File: config.mk
export PLATFORM = sky130hd
export DESIGN_NAME = krh_ctrl
export DESIGN_NICKNAME = d
export VERILOG_FILES = /design/src/design/krh_pkg.sv /design/src/design/krh_ctrl.sv
export SDC_FILE = /design/constraint.sdc
export NUM_CORES = 1
export LEC_CHECK = 0
export BUFFER_PORTS_ARGS = -buffer_cell sky130_fd_sc_hd__buf_2
export CAP_MARGIN = 10
export CORE_AREA = 2 2 39 41
export CTS_CLUSTER_DIAMETER = 150
export DETAILED_ROUTE_END_ITERATION = 10
export DIE_AREA = 0 0 41 43
export PLACE_DENSITY = 0.4
export SKIP_CTS_REPAIR_TIMING = 1
export SLEW_MARGIN = 25
export SYNTH_ARGS = -nofsm -noshare
export SYNTH_HDL_FRONTEND = slang
export SYNTH_SLANG_ARGS = --single-unit
File: constraint.sdc
create_clock -name clk -period 0.99 [get_ports clk]
set_input_delay 0.1485 -clock clk [delete_from_list [all_inputs] [get_ports clk]]
set_output_delay 0.1485 -clock clk [all_outputs]
set_load 0.1 [all_outputs]
File: src/design/krh_pkg.sv
// Shared types, constants and helpers for the Karp-Rabin hash combine block.
// Used by every module of the block; depends on nothing else.
package krh_pkg;

	localparam int MODULUS_EXPONENT = 61;
	localparam int HASH_WIDTH       = MODULUS_EXPONENT;
	localparam int LENGTH_BITS_DEF  = 32;
	localparam int HALF_WIDTH       = 32;
	localparam int HIGH_WIDTH       = MODULUS_EXPONENT - HALF_WIDTH;
	localparam int PROD_WIDTH       = 2 * MODULUS_EXPONENT;

	typedef logic [MODULUS_EXPONENT-1:0] residue_t;

	localparam residue_t PRIME   = '1;
	localparam residue_t ONE_RES = residue_t'(1);

	// Map the one non-canonical value (p itself) to zero.
	function automatic residue_t canon(input residue_t v);
		return (v == PRIME) ? '0 : v;
	endfunction

	typedef enum logic [2:0] {
		ST_IDLE,
		ST_LOOP,
		ST_ACCM,
		ST_PWAIT,
		ST_FWAIT,
		ST_COMB
	} state_t;

	// Operand select for the modular multiplier; also tags its writeback.
	typedef enum logic [1:0] {
		MS_SQUARE,
		MS_ACC,
		MS_FINAL
	} mul_sel_t;

	typedef struct packed {
		logic     load;
		logic     issue;
		mul_sel_t sel;
		logic     shift;
		logic     finish;
	} dp_cmd_t;

	typedef struct packed {
		logic exp_zero;
		logic exp_lsb;
		logic mul_busy;
	} dp_sts_t;

endpackage

File: src/design/krh_ctrl.sv
// Sequencer for square-and-multiply and the final combine step.
// Depends on krh_pkg.
module krh_ctrl (
	input  logic             clk,
	input  logic             arst_n,
	input  logic             start,
	input  krh_pkg::dp_sts_t sts,
	output krh_pkg::dp_cmd_t cmd,
	output logic             busy
);
	import krh_pkg::*;

	state_t state_q, state_next;

	always_ff @(posedge clk or negedge arst_n) begin
		if (!arst_n) begin
			state_q <= ST_IDLE;
		end else begin
			state_q <= state_next;
		end
	end

	always_comb begin
		state_next = state_q;
		unique case (state_q)
			ST_IDLE: begin
				if (start) state_next = ST_LOOP;
			end
			ST_LOOP: begin
				if (sts.exp_zero) state_next = ST_FWAIT;
				else if (sts.exp_lsb) state_next = ST_ACCM;
				else state_next = ST_PWAIT;
			end
			ST_ACCM:  state_next = ST_PWAIT;
			ST_PWAIT: begin
				if (!sts.mul_busy) state_next = ST_LOOP;
			end
			ST_FWAIT: begin
				if (!sts.mul_busy) state_next = ST_COMB;
			end
			ST_COMB:  state_next = ST_IDLE;
			default:  state_next = ST_IDLE;
		endcase
	end

	always_comb begin
		cmd = '{load: 1'b0, issue: 1'b0, sel: MS_SQUARE, shift: 1'b0, finish: 1'b0};
		unique case (state_q)
			ST_IDLE: cmd.load = start;
			ST_LOOP: begin
				cmd.issue = 1'b1;
				if (sts.exp_zero) begin
					cmd.sel = MS_FINAL;
				end else begin
					cmd.sel   = MS_SQUARE;
					cmd.shift = 1'b1;
				end
			end
			ST_ACCM: begin
				cmd.issue = 1'b1;
				cmd.sel   = MS_ACC;
			end
			ST_COMB: cmd.finish = 1'b1;
			default: ;
		endcase
	end

	assign busy = (state_q != ST_IDLE);

`ifndef NO_ASSERTIONS
	a_loop_pipe_empty: assert property (@(posedge clk) disable iff (!arst_n)
		(state_q == ST_LOOP) |-> !sts.mul_busy)
		else $error("issue while multiplier still holds results");
	a_accm_after_loop: assert property (@(posedge clk) disable iff (!arst_n)
		(state_q == ST_ACCM) |-> $past(state_q == ST_LOOP))
		else $error("accumulate step not paired with a square");
	a_idle_pipe_empty: assert property (@(posedge clk) disable iff (!arst_n)
		!busy |-> !sts.mul_busy)
		else $error("multiplier active while idle");
`endif

endmodule

==> metrics.txt <==
FF+latch count, synth=3; GR Overflow Total=0; ranking of synthesized cells by area=dfrtp_1 (33%), nand2b_1 (11%), a21oi_1 (6.7%); Avg WL per Cell=a little over 9 µm; Largest register FFs=3; count leader, synth=nand2b_1; via/cell ratio=around 4.3; Slowest-stage cell, CP=dfrtp_1; Yosys Warn Count=0; sequential fraction of the synthesis area=between 30% and 40%; Slew @ Worst Pin=between 150 and 200 ps; clock sinks=3; pre-CTS WS=-301.7 ps; crit path to=cmd[5]; 1st-iter DRT viols=2; initial antenna violation count=0; worst path cell trace=or3_4, nor2_4, buf_12; Core Region=between 1000 and 1500 µm²; crit path launch=state_q[1]; Regs by FF count=state_q (3); first-pass GRT wire length=~960 µm; post-synth top area share=approximately a third; leading cell types by count after synthesis=nand2b_1 (4), a21oi_1 (3), dfrtp_1 (3), nor2_1 (3); Tcrit/Tclk final=151.2%; Worst Setup Slack, final=-506.8 ps; Final setup viols=8; failing checks=negative setup slack; Worst Hold Class=in2reg; Total Routing Usage GR=under 10%; Largest Register=state_q; slowest cell delay on critical path=410 ps; 1st-pass router iterations=2; full die area=~1800 µm²; IO Count=13; gp weighted congestion=0.6997; Post-DRT Antenna Nets=0; Synth Cell Area=between 200 and 250 µm²; Die Span X=about 40 µm; vias in the first global route=between 200 and 300; slew margin rel.=between 80 and 90%; top_reg_cell synth=dfrtp_1; reg-to-reg startpoint=state_q[1]; Antenna Cells=0; Vias=~280; worst-case clock buffer depth=2; Final Max Slew Viols=0; crit start category=flop; RSZ-0062 raised after global routing=true; synthesized area per cell=8.341 µm²; Die Height=about 43 µm; cells after synthesis=27; Cell variety after synth=16; Crit path max-delay family=simple AND/OR/NAND/NOR gates; Core Util, Final=between 40% and 50%; Final min period=about 1500 ps; crit path buf inv count=1; largest net degree at the start of global routing=10; Fin. Hold Viols=0; Reg2Reg Setup Slack=-50 ps; Post-synth ARST share=100.0%; area leader, netlist=dfrtp_1; syn nets=33; Clock Latency Late Sink=roughly 230 ps; FF-to-FF path depth=4; RR Endpoint=state_q[0]; Placement Rows=14; Crit. End Element=output pin; Reg clk slew, reported paths=roughly 40 ps; effective utilization at floorplan=between 10% and 20%; layout cell share with drive strength beyond 1=around three quarters; Worst Skew=around 4.3 ps; cts bufs inserted=3; number of stages on the worst setup path=3; final wirelength=617 µm; Crit path arrival time=around 1400 ps; status=finished, violations left; area grow syn2layout=162.8%; CTS tree=yes; Crit Path Category=reg2out; H-tree depth=1; Worst EP required=840 ps; Max FO, Critical Path=4; fmax=approximately 670 MHz; max cap viols=0; # port buffers=12; root buffer cell=clkbuf_4; Post-synth EDFFs=0; fin nets=57; Residual DRC=0
## layout by cell type, fill, tap and decap left out, drive strengths merged, types with 2 or more instances in the layout
| master | instances |
|---|---|
| a21oi | 3 |
| buf | 20 |
| clkbuf | 4 |
| dfrtp | 3 |
| inv | 2 |
| nand2b | 4 |
| nor2 | 4 |
| nor3b | 2 |
## area by class of cell
cell class / instances / area [µm²]
Tap cell: 16 / 20.02
Inverter: 2 / 7.507
Sequential cell: 3 / 76.32
Clock buffer: 4 / 26.28
Fill cell: 147 / 792.0
Timing Repair Buffer: 21 / 246.5
Multi-Input combinational cell: 20 / 215.2
## worst min-delay path: stages
cell and delay [ps]:
buf_2 90, mux2i_1 50, o21ai_1 120
## per-layer routing
| layer | wire, µm | track usage (%) |
|---|---|---|
| met1 | 245 | 8.442 |
| met2 | 326 | 12.19 |
| met3 | 34 | 3.665 |
| met4 | 10 | 8.000 |
| met5 | 0 | 0 |
## metrics by stage
step | hold slack (ps) | instances | area [µm²] | setup TNS, ps
final | 215.9 | 66 | 591.8 | -3057
after global routing | 231.1 | 66 | 591.8 | -3428
after CTS | -301.9 | 63 | 530.5 | -3408
after detailed placement | -51.50 | 59 | 504.2 | -1572
after global placement | -54.28 | 59 | 504.2 | -1525
after floorplan | -147.1 | 27 | 296.5 | -3278
## logic make-up after synthesis
family,after synthesis,share of synthesized area [%]
and+or+nand+nor,14,38.88
AOI/OAI and AO/OA,5,12.77
buffers and inverters,4,10.55
DFF,3,33.33
muxes,1,4.445
## worst min-delay path by stage
stage	startpoint	to	cells past startpoint
after floorplan	arst_n	state_q[0]	0
after CTS	arst_n	state_q[1]	1
after global routing	start	state_q[0]	3
after global placement	arst_n	state_q[1]	1
after detailed placement	arst_n	state_q[1]	1
final	start	state_q[0]	3
Power is not shown: default switching activity piles up to over one toggle a cycle in this logic, so the estimate is an artifact.
